## src/hdl/ued_pkg.sv

```systemverilog
package ued_pkg;

  // One character: bytes in bits 31..0, byte count in bits 34..32
  typedef logic [34:0] char_t;

  localparam logic MODE_QUERY = 1'b0;
  localparam logic MODE_CAND  = 1'b1;

  localparam int unsigned QUEUE_DEPTH = 2;

  localparam logic [5:0] MATCH_LIMIT_RESET = 6'd3;
  localparam logic [5:0] DIST_MAX          = 6'd63;

  // Work handed from the byte front end to the column engine, applied in field order
  typedef struct packed {
    logic  new_query;
    logic  q_store;
    logic  cand_clear;
    logic  c_char;
    logic  emit;
    char_t q_char;
    char_t c_val;
  } cmd_t;

  typedef enum logic [1:0] {
    S_IDLE,
    S_SWEEP,
    S_EMIT
  } back_state_e;

endpackage

```

## src/hdl/ued_fifo.sv

```systemverilog
module ued_fifo #(
  parameter int unsigned W     = 8,
  parameter int unsigned DEPTH = 2
) (
  input  logic         clk_i,
  input  logic         rst_ni,
  input  logic         push_i,
  input  logic [W-1:0] wdata_i,
  input  logic         pop_i,
  output logic [W-1:0] rdata_o,
  output logic         empty_o,
  output logic         full_o
);

  localparam int unsigned PW = (DEPTH > 1) ? $clog2(DEPTH) : 1;
  localparam int unsigned CW = $clog2(DEPTH + 1);

  logic [W-1:0]  slot_q [DEPTH];
  logic [PW-1:0] wptr_q, wptr_d;
  logic [PW-1:0] rptr_q, rptr_d;
  logic [CW-1:0] count_q, count_d;
  logic          do_push, do_pop;

  assign empty_o = (count_q == '0);
  assign full_o  = (count_q == CW'(DEPTH));
  assign do_push = push_i && !full_o;
  assign do_pop  = pop_i && !empty_o;
  assign rdata_o = slot_q[rptr_q];

  always_comb begin
    wptr_d  = wptr_q;
    rptr_d  = rptr_q;
    count_d = count_q;
    if (do_push) begin
      wptr_d = (wptr_q == PW'(DEPTH - 1)) ? '0 : wptr_q + PW'(1);
    end
    if (do_pop) begin
      rptr_d = (rptr_q == PW'(DEPTH - 1)) ? '0 : rptr_q + PW'(1);
    end
    if (do_push && !do_pop) begin
      count_d = count_q + CW'(1);
    end else if (do_pop && !do_push) begin
      count_d = count_q - CW'(1);
    end
  end

  always_ff @(posedge clk_i or negedge rst_ni) begin
    if (!rst_ni) begin
      wptr_q  <= '0;
      rptr_q  <= '0;
      count_q <= '0;
    end else begin
      wptr_q  <= wptr_d;
      rptr_q  <= rptr_d;
      count_q <= count_d;
    end
  end

  always_ff @(posedge clk_i) begin
    if (do_push) begin
      slot_q[wptr_q] <= wdata_i;
    end
  end

endmodule

```

## src/hdl/ued_front.sv

```systemverilog
module ued_front import ued_pkg::*; (
  input  logic       clk_i,
  input  logic       rst_ni,
  input  logic       in_valid_i,
  output logic       in_stall_o,
  input  logic       mode_i,
  input  logic [7:0] byte_req_i,
  input  logic       last_i,
  input  logic       full_i,
  output logic       push_o,
  output cmd_t       cmd_o
);

  localparam logic [3:0] LEAD2_LO = 4'hC;
  localparam logic [3:0] LEAD2_HI = 4'hD;
  localparam logic [3:0] LEAD3    = 4'hE;
  localparam logic [3:0] LEAD4    = 4'hF;

  // Continuation bytes expected after a lead byte
  function automatic logic [1:0] lead_extra(input logic [7:0] b);
    logic [1:0] n;
    unique case (b[7:4]) inside
      LEAD2_LO, LEAD2_HI: n = 2'd1;
      LEAD3:              n = 2'd2;
      LEAD4:              n = 2'd3;
      default:            n = 2'd0;
    endcase
    return n;
  endfunction

  char_t      asm_q, asm_d;
  logic [1:0] left_q, left_d;
  logic       qc_q, qc_d;
  logic       accept, is_cand, restart, fin;
  logic [1:0] eff_left, new_left;
  char_t      new_asm;

  assign in_stall_o = full_i;
  assign accept     = in_valid_i && !full_i;
  assign is_cand    = (mode_i == MODE_CAND);
  // a switch drops a partial candidate character but stores a query one
  assign restart    = is_cand ? !qc_q : qc_q;
  assign eff_left   = restart ? 2'd0 : left_q;

  always_comb begin
    if (eff_left == 2'd0) begin
      new_asm  = {3'd1, 24'd0, byte_req_i};
      new_left = lead_extra(byte_req_i);
    end else begin
      new_asm  = {asm_q[34:32] + 3'd1, asm_q[23:0], byte_req_i};
      new_left = eff_left - 2'd1;
    end
    fin = (new_left == 2'd0) || last_i;

    cmd_o.new_query  = !is_cand && qc_q;
    cmd_o.q_store    = is_cand ? (!qc_q && (left_q != 2'd0)) : fin;
    cmd_o.q_char     = is_cand ? asm_q : new_asm;
    cmd_o.cand_clear = is_cand ? !qc_q : qc_q;
    cmd_o.c_char     = is_cand && fin;
    cmd_o.c_val      = new_asm;
    cmd_o.emit       = is_cand && last_i;

    push_o = accept && (cmd_o.new_query || cmd_o.q_store || cmd_o.cand_clear ||
                        cmd_o.c_char || cmd_o.emit);

    asm_d  = asm_q;
    left_d = left_q;
    qc_d   = qc_q;
    if (accept) begin
      asm_d  = new_asm;
      left_d = fin ? 2'd0 : new_left;
      qc_d   = is_cand ? 1'b1 : last_i;
    end
  end

  always_ff @(posedge clk_i or negedge rst_ni) begin
    if (!rst_ni) begin
      asm_q  <= '0;
      left_q <= '0;
      qc_q   <= 1'b0;
    end else begin
      asm_q  <= asm_d;
      left_q <= left_d;
      qc_q   <= qc_d;
    end
  end

endmodule

```

## src/hdl/ued_back.sv

```systemverilog
module ued_back import ued_pkg::*; #(
  parameter int unsigned MAX_CHARS = 32
) (
  input  logic       clk_i,
  input  logic       rst_ni,
  input  logic       empty_i,
  input  cmd_t       cmd_i,
  output logic       pop_o,
  input  logic [5:0] match_limit_i,
  output logic       out_valid_o,
  input  logic       out_stall_i,
  output logic [5:0] distance_o,
  output logic       close_match_o,
  output logic       truncated_o
);

  localparam int unsigned QAW = $clog2(MAX_CHARS);
  localparam int unsigned IW  = $clog2(MAX_CHARS + 1);
  localparam logic [IW-1:0] MAX_V = IW'(MAX_CHARS);

  char_t         qmem [MAX_CHARS];
  logic [IW-1:0] dpmem [MAX_CHARS + 1];

  back_state_e   state_q, state_d;
  logic [IW-1:0] qlen_q, qlen_d;
  logic          ovf_q, ovf_d;
  logic          fresh_q, fresh_d;
  logic [IW-1:0] clen_q, clen_d;
  logic          ctrunc_q, ctrunc_d;
  logic [IW-1:0] idx_q, idx_d;
  logic [IW-1:0] diag_q, diag_d;
  logic [IW-1:0] left_q, left_d;
  logic [IW-1:0] fin_q, fin_d;
  char_t         char_q, char_d;
  logic          emit_q, emit_d;
  logic          ovalid_q, ovalid_d;
  logic [5:0]    dist_q, dist_d;
  logic          close_q, close_d;
  logic          trunc_q, trunc_d;

  logic          q_we, q_re, dp_we, dp_re;
  logic [QAW-1:0] q_waddr, q_raddr;
  logic [IW-1:0] dp_waddr, dp_raddr, dp_wdata;
  char_t         q_rd_q;
  logic [IW-1:0] dp_rd_q;

  logic [IW-1:0] qbase, clen_eff, old_v, min_v, new_v, dval;
  logic [15:0]   d_ext;
  logic [5:0]    dist_v;
  logic          slot_free;

  assign slot_free = !ovalid_q || !out_stall_i;

  always_comb begin
    state_d  = state_q;
    qlen_d   = qlen_q;
    ovf_d    = ovf_q;
    fresh_d  = fresh_q;
    clen_d   = clen_q;
    ctrunc_d = ctrunc_q;
    idx_d    = idx_q;
    diag_d   = diag_q;
    left_d   = left_q;
    fin_d    = fin_q;
    char_d   = char_q;
    emit_d   = emit_q;
    ovalid_d = slot_free ? 1'b0 : ovalid_q;
    dist_d   = dist_q;
    close_d  = close_q;
    trunc_d  = trunc_q;
    pop_o    = 1'b0;
    q_we     = 1'b0;
    q_waddr  = '0;
    q_re     = 1'b0;
    q_raddr  = idx_q[QAW-1:0];
    dp_we    = 1'b0;
    dp_waddr = idx_q;
    dp_wdata = '0;
    dp_re    = 1'b0;
    dp_raddr = '0;
    qbase    = cmd_i.new_query ? '0 : qlen_q;
    clen_eff = cmd_i.cand_clear ? '0 : clen_q;
    old_v    = fresh_q ? idx_q : dp_rd_q;
    min_v    = left_q;
    if (old_v < min_v) begin
      min_v = old_v;
    end
    if (diag_q < min_v) begin
      min_v = diag_q;
    end
    new_v    = (idx_q == '0) ? clen_q + IW'(1) :
               ((q_rd_q == char_q) ? diag_q : min_v + IW'(1));
    dval     = fresh_q ? qlen_q : fin_q;
    d_ext    = 16'(dval);
    dist_v   = (d_ext > 16'(DIST_MAX)) ? DIST_MAX : d_ext[5:0];

    unique case (state_q)
      S_IDLE: begin
        if (!empty_i) begin
          pop_o = 1'b1;
          if (cmd_i.new_query) begin
            qlen_d = '0;
            ovf_d  = 1'b0;
          end
          if (cmd_i.q_store) begin
            if (qbase >= MAX_V) begin
              ovf_d = 1'b1;
            end else begin
              q_we    = 1'b1;
              q_waddr = qbase[QAW-1:0];
              qlen_d  = qbase + IW'(1);
            end
          end
          if (cmd_i.cand_clear) begin
            fresh_d  = 1'b1;
            clen_d   = '0;
            ctrunc_d = 1'b0;
          end
          char_d = cmd_i.c_val;
          emit_d = cmd_i.emit;
          if (cmd_i.c_char && (clen_eff < MAX_V)) begin
            // fetch row 0 so the sweep starts with it in hand
            dp_re    = 1'b1;
            dp_raddr = '0;
            idx_d    = '0;
            state_d  = S_SWEEP;
          end else begin
            if (cmd_i.c_char) begin
              ctrunc_d = 1'b1;
            end
            state_d = cmd_i.emit ? S_EMIT : S_IDLE;
          end
        end
      end
      S_SWEEP: begin
        dp_we    = 1'b1;
        dp_wdata = new_v;
        diag_d   = old_v;
        left_d   = new_v;
        if (idx_q == qlen_q) begin
          fin_d   = new_v;
          fresh_d = 1'b0;
          clen_d  = clen_q + IW'(1);
          state_d = emit_q ? S_EMIT : S_IDLE;
        end else begin
          // read ahead: next row of the column and the query character it meets
          dp_re    = 1'b1;
          dp_raddr = idx_q + IW'(1);
          q_re     = 1'b1;
          idx_d    = idx_q + IW'(1);
        end
      end
      S_EMIT: begin
        if (slot_free) begin
          ovalid_d = 1'b1;
          dist_d   = dist_v;
          close_d  = (dist_v < match_limit_i);
          trunc_d  = ovf_q || ctrunc_q;
          fresh_d  = 1'b1;
          clen_d   = '0;
          ctrunc_d = 1'b0;
          state_d  = S_IDLE;
        end
      end
      default: state_d = S_IDLE;
    endcase
  end

  always_ff @(posedge clk_i or negedge rst_ni) begin
    if (!rst_ni) begin
      state_q  <= S_IDLE;
      qlen_q   <= '0;
      ovf_q    <= 1'b0;
      fresh_q  <= 1'b1;
      clen_q   <= '0;
      ctrunc_q <= 1'b0;
      idx_q    <= '0;
      emit_q   <= 1'b0;
      ovalid_q <= 1'b0;
    end else begin
      state_q  <= state_d;
      qlen_q   <= qlen_d;
      ovf_q    <= ovf_d;
      fresh_q  <= fresh_d;
      clen_q   <= clen_d;
      ctrunc_q <= ctrunc_d;
      idx_q    <= idx_d;
      emit_q   <= emit_d;
      ovalid_q <= ovalid_d;
    end
  end

  always_ff @(posedge clk_i) begin
    diag_q  <= diag_d;
    left_q  <= left_d;
    fin_q   <= fin_d;
    char_q  <= char_d;
    dist_q  <= dist_d;
    close_q <= close_d;
    trunc_q <= trunc_d;
  end

  always_ff @(posedge clk_i) begin
    if (q_we) begin
      qmem[q_waddr] <= cmd_i.q_char;
    end
    if (q_re) begin
      q_rd_q <= qmem[q_raddr];
    end
  end

  always_ff @(posedge clk_i) begin
    if (dp_we) begin
      dpmem[dp_waddr] <= dp_wdata;
    end
    if (dp_re) begin
      dp_rd_q <= dpmem[dp_raddr];
    end
  end

  assign out_valid_o   = ovalid_q;
  assign distance_o    = dist_q;
  assign close_match_o = close_q;
  assign truncated_o   = trunc_q;

`ifndef SYNTHESIS
  a_idx_bound: assert property (@(posedge clk_i) disable iff (!rst_ni)
    (state_q == S_SWEEP) |-> (idx_q <= qlen_q))
    else $error("sweep index beyond query length");

  a_cand_room: assert property (@(posedge clk_i) disable iff (!rst_ni)
    (state_q == S_SWEEP) |-> (clen_q < MAX_V))
    else $error("sweep started on a full candidate");

  a_idx_step: assert property (@(posedge clk_i) disable iff (!rst_ni)
    (state_q == S_SWEEP && idx_q != qlen_q) |=>
      (state_q == S_SWEEP && idx_q == $past(idx_q) + IW'(1)))
    else $error("sweep did not advance one row");

  a_qlen_bound: assert property (@(posedge clk_i) disable iff (!rst_ni)
    qlen_q <= MAX_V)
    else $error("query length overflow");
`endif

endmodule

```

## src/hdl/utf8_edit_distance.sv

```systemverilog
// utf8_edit_distance: Levenshtein distance over UTF-8 characters.
// Input channel (in_valid_i / in_stall_o): one byte per item with mode_i
// (0 query, 1 candidate) and last_i marking the final byte of a string.
// Output channel (out_valid_o / out_stall_i): one item per candidate,
// issued after its last byte: distance_o, close_match_o, truncated_o.
// Configuration: cfg_we_i writes cfg_wdata_i into match_limit (reset 3);
// write only while the block is idle.
// Bytes enter at one per cycle into a two-entry command queue; the front
// stalls only when that queue is full. Each completed candidate character
// costs the column engine a pop that fetches row 0, then one row of the
// distance column per cycle, reading the next row while writing the current
// one. A stored query character or the start of a candidate takes a single
// pop in the idle state; other bytes inside a character never reach the
// engine.
// After the last row is written, the engine passes through its emit state,
// where the output register takes the result once it is free.
// A finished result waits in the output register while the receiver
// stalls; the engine holds only with a second result ready, the queue keeps filling.
// Reset clears all control state and the stored query length; no memory
// clearing pass is needed.
module utf8_edit_distance import ued_pkg::*; #(
  parameter int unsigned MAX_CHARS = 32
) (
  input  logic       clk_i,
  input  logic       rst_ni,
  input  logic       in_valid_i,
  output logic       in_stall_o,
  input  logic       mode_i,
  input  logic [7:0] byte_req_i,
  input  logic       last_i,
  output logic       out_valid_o,
  input  logic       out_stall_i,
  output logic [5:0] distance_o,
  output logic       close_match_o,
  output logic       truncated_o,
  input  logic       cfg_we_i,
  input  logic [5:0] cfg_wdata_i
);

  localparam int unsigned CMD_W = $bits(cmd_t);

  logic [5:0] match_limit_q;
  logic       push, pop, full, empty;
  cmd_t       cmd_in, cmd_out;

  always_ff @(posedge clk_i or negedge rst_ni) begin
    if (!rst_ni) begin
      match_limit_q <= MATCH_LIMIT_RESET;
    end else if (cfg_we_i) begin
      match_limit_q <= cfg_wdata_i;
    end
  end

  ued_front u_front (
    .clk_i      (clk_i),
    .rst_ni     (rst_ni),
    .in_valid_i (in_valid_i),
    .in_stall_o (in_stall_o),
    .mode_i     (mode_i),
    .byte_req_i (byte_req_i),
    .last_i     (last_i),
    .full_i     (full),
    .push_o     (push),
    .cmd_o      (cmd_in)
  );

  ued_fifo #(
    .W     (CMD_W),
    .DEPTH (QUEUE_DEPTH)
  ) u_queue (
    .clk_i   (clk_i),
    .rst_ni  (rst_ni),
    .push_i  (push),
    .wdata_i (cmd_in),
    .pop_i   (pop),
    .rdata_o (cmd_out),
    .empty_o (empty),
    .full_o  (full)
  );

  ued_back #(
    .MAX_CHARS (MAX_CHARS)
  ) u_back (
    .clk_i         (clk_i),
    .rst_ni        (rst_ni),
    .empty_i       (empty),
    .cmd_i         (cmd_out),
    .pop_o         (pop),
    .match_limit_i (match_limit_q),
    .out_valid_o   (out_valid_o),
    .out_stall_i   (out_stall_i),
    .distance_o    (distance_o),
    .close_match_o (close_match_o),
    .truncated_o   (truncated_o)
  );

endmodule

```

## config.mk

```make
export PLATFORM = sky130hd
export DESIGN_NAME = utf8_edit_distance
export DESIGN_NICKNAME = d
export VERILOG_FILES = /design/src/hdl/ued_pkg.sv /design/src/hdl/ued_fifo.sv /design/src/hdl/ued_front.sv /design/src/hdl/ued_back.sv /design/src/hdl/utf8_edit_distance.sv
export SDC_FILE = /design/constraint.sdc
export NUM_CORES = 2
export LEC_CHECK = 0
export BUFFER_PORTS_ARGS = -buffer_cell sky130_fd_sc_hd__buf_4
export CORE_ASPECT_RATIO = 0.9
export CORE_UTILIZATION = 60
export CTS_CLUSTER_SIZE = 28
export DETAILED_ROUTE_END_ITERATION = 7
export PLACE_DENSITY = 0.76
export SKIP_LAST_GASP = 1
export SYNTH_ARGS = -nofsm -noshare
export SYNTH_HDL_FRONTEND = slang
export SYNTH_SLANG_ARGS = --single-unit
```

## constraint.sdc

```tcl
create_clock -name clk_i -period 10.1 [get_ports clk_i]
set_clock_uncertainty 0.15 [all_clocks]
set_input_delay 0.505 -clock clk_i [delete_from_list [all_inputs] [get_ports clk_i]]
set_output_delay 0.505 -clock clk_i [all_outputs]
set_load 0.1 [all_outputs]
```

==> Word level (Yosys, flattened, before mapping) <==
Memory sizes are Yosys's and may differ from the RTL's. A register that Yosys moved wholly into a read port is not among the register bits.
Cells that the tools add are included.
{ "op_classes": {"mul": 0, "n_shift": 0, "n_div": 0, "eq_ne": 15, "reduce_logical": 45, "n_bitwise": 1, "muxes": 80, "add_sub_neg": 10, "magnitude_cmp": 5} }
{ "ops": {"columns": ["operator", "count"], "rows": [
  ["$mux W6", 19],
  ["$mux W35", 2],
  ["$mux W1", 37],
  ["$eq A35 B35 Y1", 1],
  ["$add A6 B1 Y6 const B", 4],
  ["$mux W2", 11],
  ["$mux W5", 4],
  ["$lt A6 B6 Y1", 3],
  ["$pmux W6 S3", 1],
  ["$eq A4 B4 Y1 const B", 4],
  ["$pmux W2 S3", 2],
  ["$pmux W6 S2", 1],
  ["$logic_and A1 B1 Y1", 11],
  ["$logic_not A1 Y1", 8],
  ["$logic_not A2 Y1", 4],
  ["$reduce_and A4 Y1", 2],
  ["$reduce_bool A2 Y1", 4],
  ["$logic_or A1 B1 Y1", 7],
  ["$eq A6 B6 Y1", 1],
  ["$ge A6 B6 Y1 const B", 1],
  ["$logic_not A6 Y1", 1],
  ["$lt A6 B6 Y1 const B", 1],
  ["$ne A2 B1 Y1 const B", 3],
  ["$ne A2 B2 Y1 const B", 3],
  ["14 further kinds", 21]
]} }
{ "totals": {"ff_bits": 134, "output_inout_bits": 10, "ram_bits": 1468, "romBits": 0, "inputBits": 21, "mem_count": 3, "latchBits": 0, "elab_cells": 182} }
{ "mem_list": {"columns": ["name", "depth", "width", "rd", "rd_clocked_by_memory_dff", "wr", "line_no", "text"], "rows": [
  ["u_back.qmem", 32, 35, 1, 1, 1, "ued_back.sv:21", "char_t qmem [MAX_CHARS];"],
  ["u_back.dpmem", 33, 6, 1, 1, 1, "ued_back.sv:22", "logic [IW-1:0] dpmem [MAX_CHARS + 1];"],
  ["u_queue.slot_q", 2, 75, 1, 0, 1, "ued_fifo.sv:18", "logic [W-1:0] slot_q [DEPTH];"]
]} }

==> Depth between registers and ports, before layout <==
{ "logic_depth": {"word_depth": 18, "ltp_mapped": 19, "depth_no_buf": 16} }

==> Cells and area by module <==
A second synthesis with hierarchy kept.
{ "hier_totals": {"cells_unflattened": 4006, "area_unflattened_um2": 64707.1} }
{ "modules_own_cells": {"columns": ["module", "area_each_um2", "seq_area_each_um2", "instances", "cells_per_inst"], "rows": [
  ["ued_back", 56500.4, 43267.7, 1, 3468],
  ["ued_fifo", 5763.0, 4604.4, 1, 252],
  ["ued_front", 2189.6, 950.9, 1, 273],
  ["utf8_edit_distance", 254.0, 152.6, 1, 13]
]} }

==> Worst setup path after synthesis <==
No wires, ideal clock.
{ "synth_timing": {"path_type": "register -> register", "start": "register u_back.fresh_q", "end": "memory u_back.dpmem[0][1] in the netlist's numbering (data pin)", "slack_ns": 3.587, "path_stages_with_launch": 18, "setup_time_ns": 0.550, "required_ns": 9.400, "n_path_buf": 3, "arrival_ns": 5.813, "period_less_slack_ns": 6.513, "cell_sequence": "dfstp_2 clkbuf_1 mux2_2 ha_1 a211oi_1 nor2_1 nor3b_2 buf_6 mux2i_1 ha_1 a21oi_1 o21ai_0 or3_1 o31a_1 buf_4 mux2i_1 a2111oi_0 nor4_1"} }
{ "synth_between": {"elab_chain_len": 9} }
{ "synth_lines": {"columns": ["item", "line_no", "text"], "rows": [
  ["start: declaration", "ued_back.sv:27", "logic fresh_q, fresh_d;"],
  ["start signal: assignment", "ued_back.sv:184", "fresh_q <= fresh_d;"],
  ["$mux W6 *", "ued_back.sv:83", "old_v = fresh_q ? idx_q : dp_rd_q;"],
  ["named net u_back.old_v[3]", "ued_back.sv:47", "logic [IW-1:0] qbase, clen_eff, old_v, min_v, new_v, dval;"],
  ["$lt A6 B6 Y1", "ued_back.sv:85", "if (old_v < min_v) begin"],
  ["$mux W6 *", "ued_back.sv:85", null],
  ["$lt A6 B6 Y1", "ued_back.sv:88", "if (diag_q < min_v) begin"],
  ["$mux W6 *", "ued_back.sv:88", null],
  ["$add A6 B1 Y6 *", "ued_back.sv:92", "((q_rd_q == char_q) ? diag_q : min_v + IW'(1));"],
  ["$mux W6 *", "ued_back.sv:92", null],
  ["$mux W6 *", "ued_back.sv:91", "new_v = (idx_q == '0) ? clen_q + IW'(1) :"],
  ["$mux W6 *", "ued_back.sv:97", "unique case (state_q)"],
  ["named net u_back.dp_wdata[1]", "ued_back.sv:43", "logic [IW-1:0] dp_waddr, dp_raddr, dp_wdata;"],
  ["end: declaration", "ued_back.sv:22", null]
]} }
The timed path passes the listed nets; every way through them passes the cells marked *.

==> Final worst setup path <==
{ "layout_timing": {"start": "register u_back.idx_q[3], in the netlist u_back.dp_waddr[3]", "end": "memory u_back.dpmem[22][3] in the netlist's numbering (data pin)"} }
{ "layout_between": {"elab_chain_len": 9, "elab_cells_between_ends": 10, "cone_classes": "add/sub: 1; order compare: 2; mux: 6; reduce/logical: 1"} }
{ "layout_lines": {"columns": ["item", "line_no", "text"], "rows": [
  ["start: declaration", "ued_back.sv:30", "logic [IW-1:0] idx_q, idx_d;"],
  ["start signal: assignment", "ued_back.sv:187", "idx_q <= idx_d;"],
  ["$mux W6 *", "ued_back.sv:83", null],
  ["named net u_back.old_v[3]", "ued_back.sv:47", null],
  ["$lt A6 B6 Y1", "ued_back.sv:85", null],
  ["$mux W6 *", "ued_back.sv:85", null],
  ["$lt A6 B6 Y1", "ued_back.sv:88", null],
  ["$mux W6 *", "ued_back.sv:88", null],
  ["$add A6 B1 Y6 *", "ued_back.sv:92", null],
  ["$mux W6 *", "ued_back.sv:92", null],
  ["$mux W6 *", "ued_back.sv:91", null],
  ["named net u_back.new_v[3]", "ued_back.sv:47", null],
  ["$mux W6 *", "ued_back.sv:97", null],
  ["named net u_back.dp_wdata[3]", "ued_back.sv:43", null]
]} }
Marked as above.

==> run_results.csv <==
group,metric,value,unit
finish,drive_above_1_share,16.41,%
cts,cts_buffers,155,
cts,clk_path_buf_depth,3,
cts,clk_latency,0.78,ns
route,first_iter_violations,5382,
worst_setup_path,r2r_start,"u_back.dp_waddr[3]",
route,avgViaCountPerCell,6.797,
synth,synth_area_leaders,"edfxtp_1, mux2_2, dfrtp_1",
pwr,power_density,262.0,nW/um^2
worst_hold_path,holdCritStartpoint,"mode_i",
synth,syn_area,64220,um^2
sta,rsz0062_at_grt,"no",
route,dr_total_vias,37246,
worst_setup_path,crit_fanout,61,
grt,grt_max_degree,93,
synth,yosysWarnings,0,
worst_setup_path,regToRegSetupSlack,3.34,ns
cts,cts_resized,0,
worst_setup_path,critPathLaunchType,"register",
grt,antenna_found_initial,2,
die,start_util,60.73,%
grt,grt_usage,31.13,%
sta,setup_slack,3.343,ns
grt,grt_first_pass_wirelength,243100,um
worst_setup_path,cp.required,10.35,ns
route,dr.pass1.iters,6,
synth,synth_flop_cell,"edfxtp_1",
pwr,finalPower,18800,uW
route,post_drt_wl_per_cell,30.85,um
sta,relSlewSlack,19.43,%
sta,tightest_slew,1.209,ns
placement,place_area,66350,um^2
worst_setup_path,criticalPathCategory,"reg -> reg",
synth,synth-edff-count,1570,
placement,dpl.hpwl,86980,um
synth,synth_seq_cells,1643,
cts,clk_pin_slew_worst_paths,0.06,ns
die,die_y,312.4,um
worst_setup_path,critPathCaptureType,"register",
placement,numPortBuffers,30,
die,core,105800,um^2
synth,syn_inst,3879,
worst_hold_path,hp-class,"in -> reg",
route,detail-route-antenna-nets,0,
placement,pre_cts_ws,3.404,ns
die,dieArea,108400,um^2
pwr,p_leak,0.02290,uW
synth,yosys.area.top_type_share,73.41,%
finish,area_growth_syn_to_layout,11.70,%
sta,hold_viol_final,0,
finish,stdcell_area,71740,um^2
worst_setup_path,cp_data_arrival_time,7.01,ns
run_status,status,"complete, no violations",
synth,async_flop_share,4.443,%
finish,layout_common_cells,"edfxtp_1, nand2_1, o21ai_0, a21oi_1, mux2_2",
placement,gp_congestion,0.8371,
cts,clock-sinks,1643,
cts,root_buffer,"clkbuf_16",
worst_hold_path,min_to,"u_front.qc_q",
die,ios,31,
synth,yosys.area.top_type,"edfxtp_1",
cts,htree_levels,4,
synth,ys_seq_area_share,76.26,%
synth,ys_types,79,
finish,final_net_count,4019,
sta,setup_violations,0,
synth,syn_nets,3928,
worst_setup_path,reg2regPathDepth,15,
sta,slew_viol_final,0,
run,max-cap-violations,0,
sta,fin_tns_setup,0,ns
route,routed_wl,169100,um
finish,final_common_cell,"edfxtp_1",
sta,fmax,148.0,MHz
die,die_width,346.9,um
grt,grt_pass1_vias,36345,
grt,overflow,0,
pwr,ir_drop,0.0001909,V
worst_hold_path,hold_depth,3,
cts,cts_tree,"done",
sta,period_needed,6.757,ns
die,placementRows,113,
finish,antenna_cells,0,
finish,post-route-util,67.83,%
route,drc,0,
worst_setup_path,r2r_end,"u_back.dpmem[22][3]",
synth,synth_area_per_cell,16.56,um^2
sta,fin_crit_sh,66.90,%
==> kinds of logic (layout without fill, tap and decap cells) <==
| group | Yosys count | in the layout | share of synthesized area (%) |
|---|---|---|---|
| DFF | 1643 | 1643 | 76.26 |
| adders and majority gates | 28 | 28 | 0.5455 |
| AOI/OAI and AO/OA | 802 | 802 | 8.280 |
| and+or+nand+nor | 704 | 704 | 4.843 |
| buffers and inverters | 275 | 496 | 1.746 |
| muxes | 372 | 372 | 7.577 |
| xor gates and xnor gates | 55 | 55 | 0.7501 |
==> worst max-delay path: stages (launching register included) <==
cell and delay, ns:
dfrtp_4 1.01, mux2_2 0.39, ha_1 0.26, a211oi_1 0.20
nor2_1 0.12, nor3b_2 0.66, mux2i_1 0.44, ha_1 0.33
a21oi_1 0.15, o21ai_0 0.14, or3_1 0.35, o31a_1 0.40
and2_1 0.25, a31o_1 0.22, o32ai_2 0.31, and2_1 0.97
==> cell type report <==
class                           count  area [um^2]
Clock buffer                      191         4150
Clock inverter                     96        914.6
Fill cell                        6731        34020
Inverter                           55        206.4
Multi-Input combinational cell   1961        14480
Sequential cell                  1643        49000
Tap cell                         1380         1727
Timing Repair Buffer              154         1261
==> per-layer routing <==
metal  vias up  track usage, %  part of all wire (%)
met5         -               0                 0.028
met3       483           6.850                    12
met2      2622           49.45                    47
met1     18645           41.25                    36
li1      15492               -                     -
met4         4           15.17                   5.2
==> synthesized netlist by cell type (all sizes together), types with 72 or more instances <==
library cell	instances
mux2i	128
nor2	171
clkbuf	138
a221oi	87
a21oi	177
mux4	74
nand3	72
a22oi	131
mux2	170
edfxtp	1570
o21ai	221
nand2	327
buf	82
==> sequential cells by signal, indices dropped and copies added (netlist names), 35 cells and up, named ones only <==
name	flops
u_back.qmem	1120
u_queue.slot_q	150
u_back.char_q	35
u_back.q_rd_q	35
u_front.asm_q	35
u_back.dpmem	198
==> through the flow <==
stage / std cells / hold slack [ns]
4_1_cts: 5480 / 0.1524
2_1_floorplan: 3879 / 0.05941
3_5_place_dp: 5161 / 0.2819
3_3_place_gp: 5161 / 0.2824
6_report: 5480 / 0.1854
5_1_grt: 5480 / 0.2116
==> power by group <==
part	internal (uW)	leakage, uW	switching, uW
clock	3270	0.00246	2500
sequential	8740	0.0152	284
combinational	1220	0.00529	2780
total	13200	0.0229	5570
==> timing repair <==
| item | 4_1_cts | 5_1_grt |
|---|---|---|
| setup buffers | 0 | 0 |
| endpoints found under the setup margin | 0 | 0 |
| hold buffers | 32 | 0 |
| hold endpoints to repair | 70 | 0 |
==> worst max path at each step <==
stage	start	endpoint	slack (ns)
after floorplan	u_back.fresh_q	u_back.dpmem[0][1]	3.59
after global placement	u_back.dp_waddr[3]	u_back.dpmem[7][3]	3.41
after detailed placement	u_back.dp_waddr[3]	u_back.dpmem[6][3]	3.40
after CTS	u_back.dp_waddr[3]	u_back.dpmem[14][3]	3.39
after global routing	u_back.dp_waddr[3]	u_back.dpmem[31][3]	2.90
final	u_back.dp_waddr[3]	u_back.dpmem[22][3]	3.34
No activity file was read; power rests on OpenSTA's default activity.
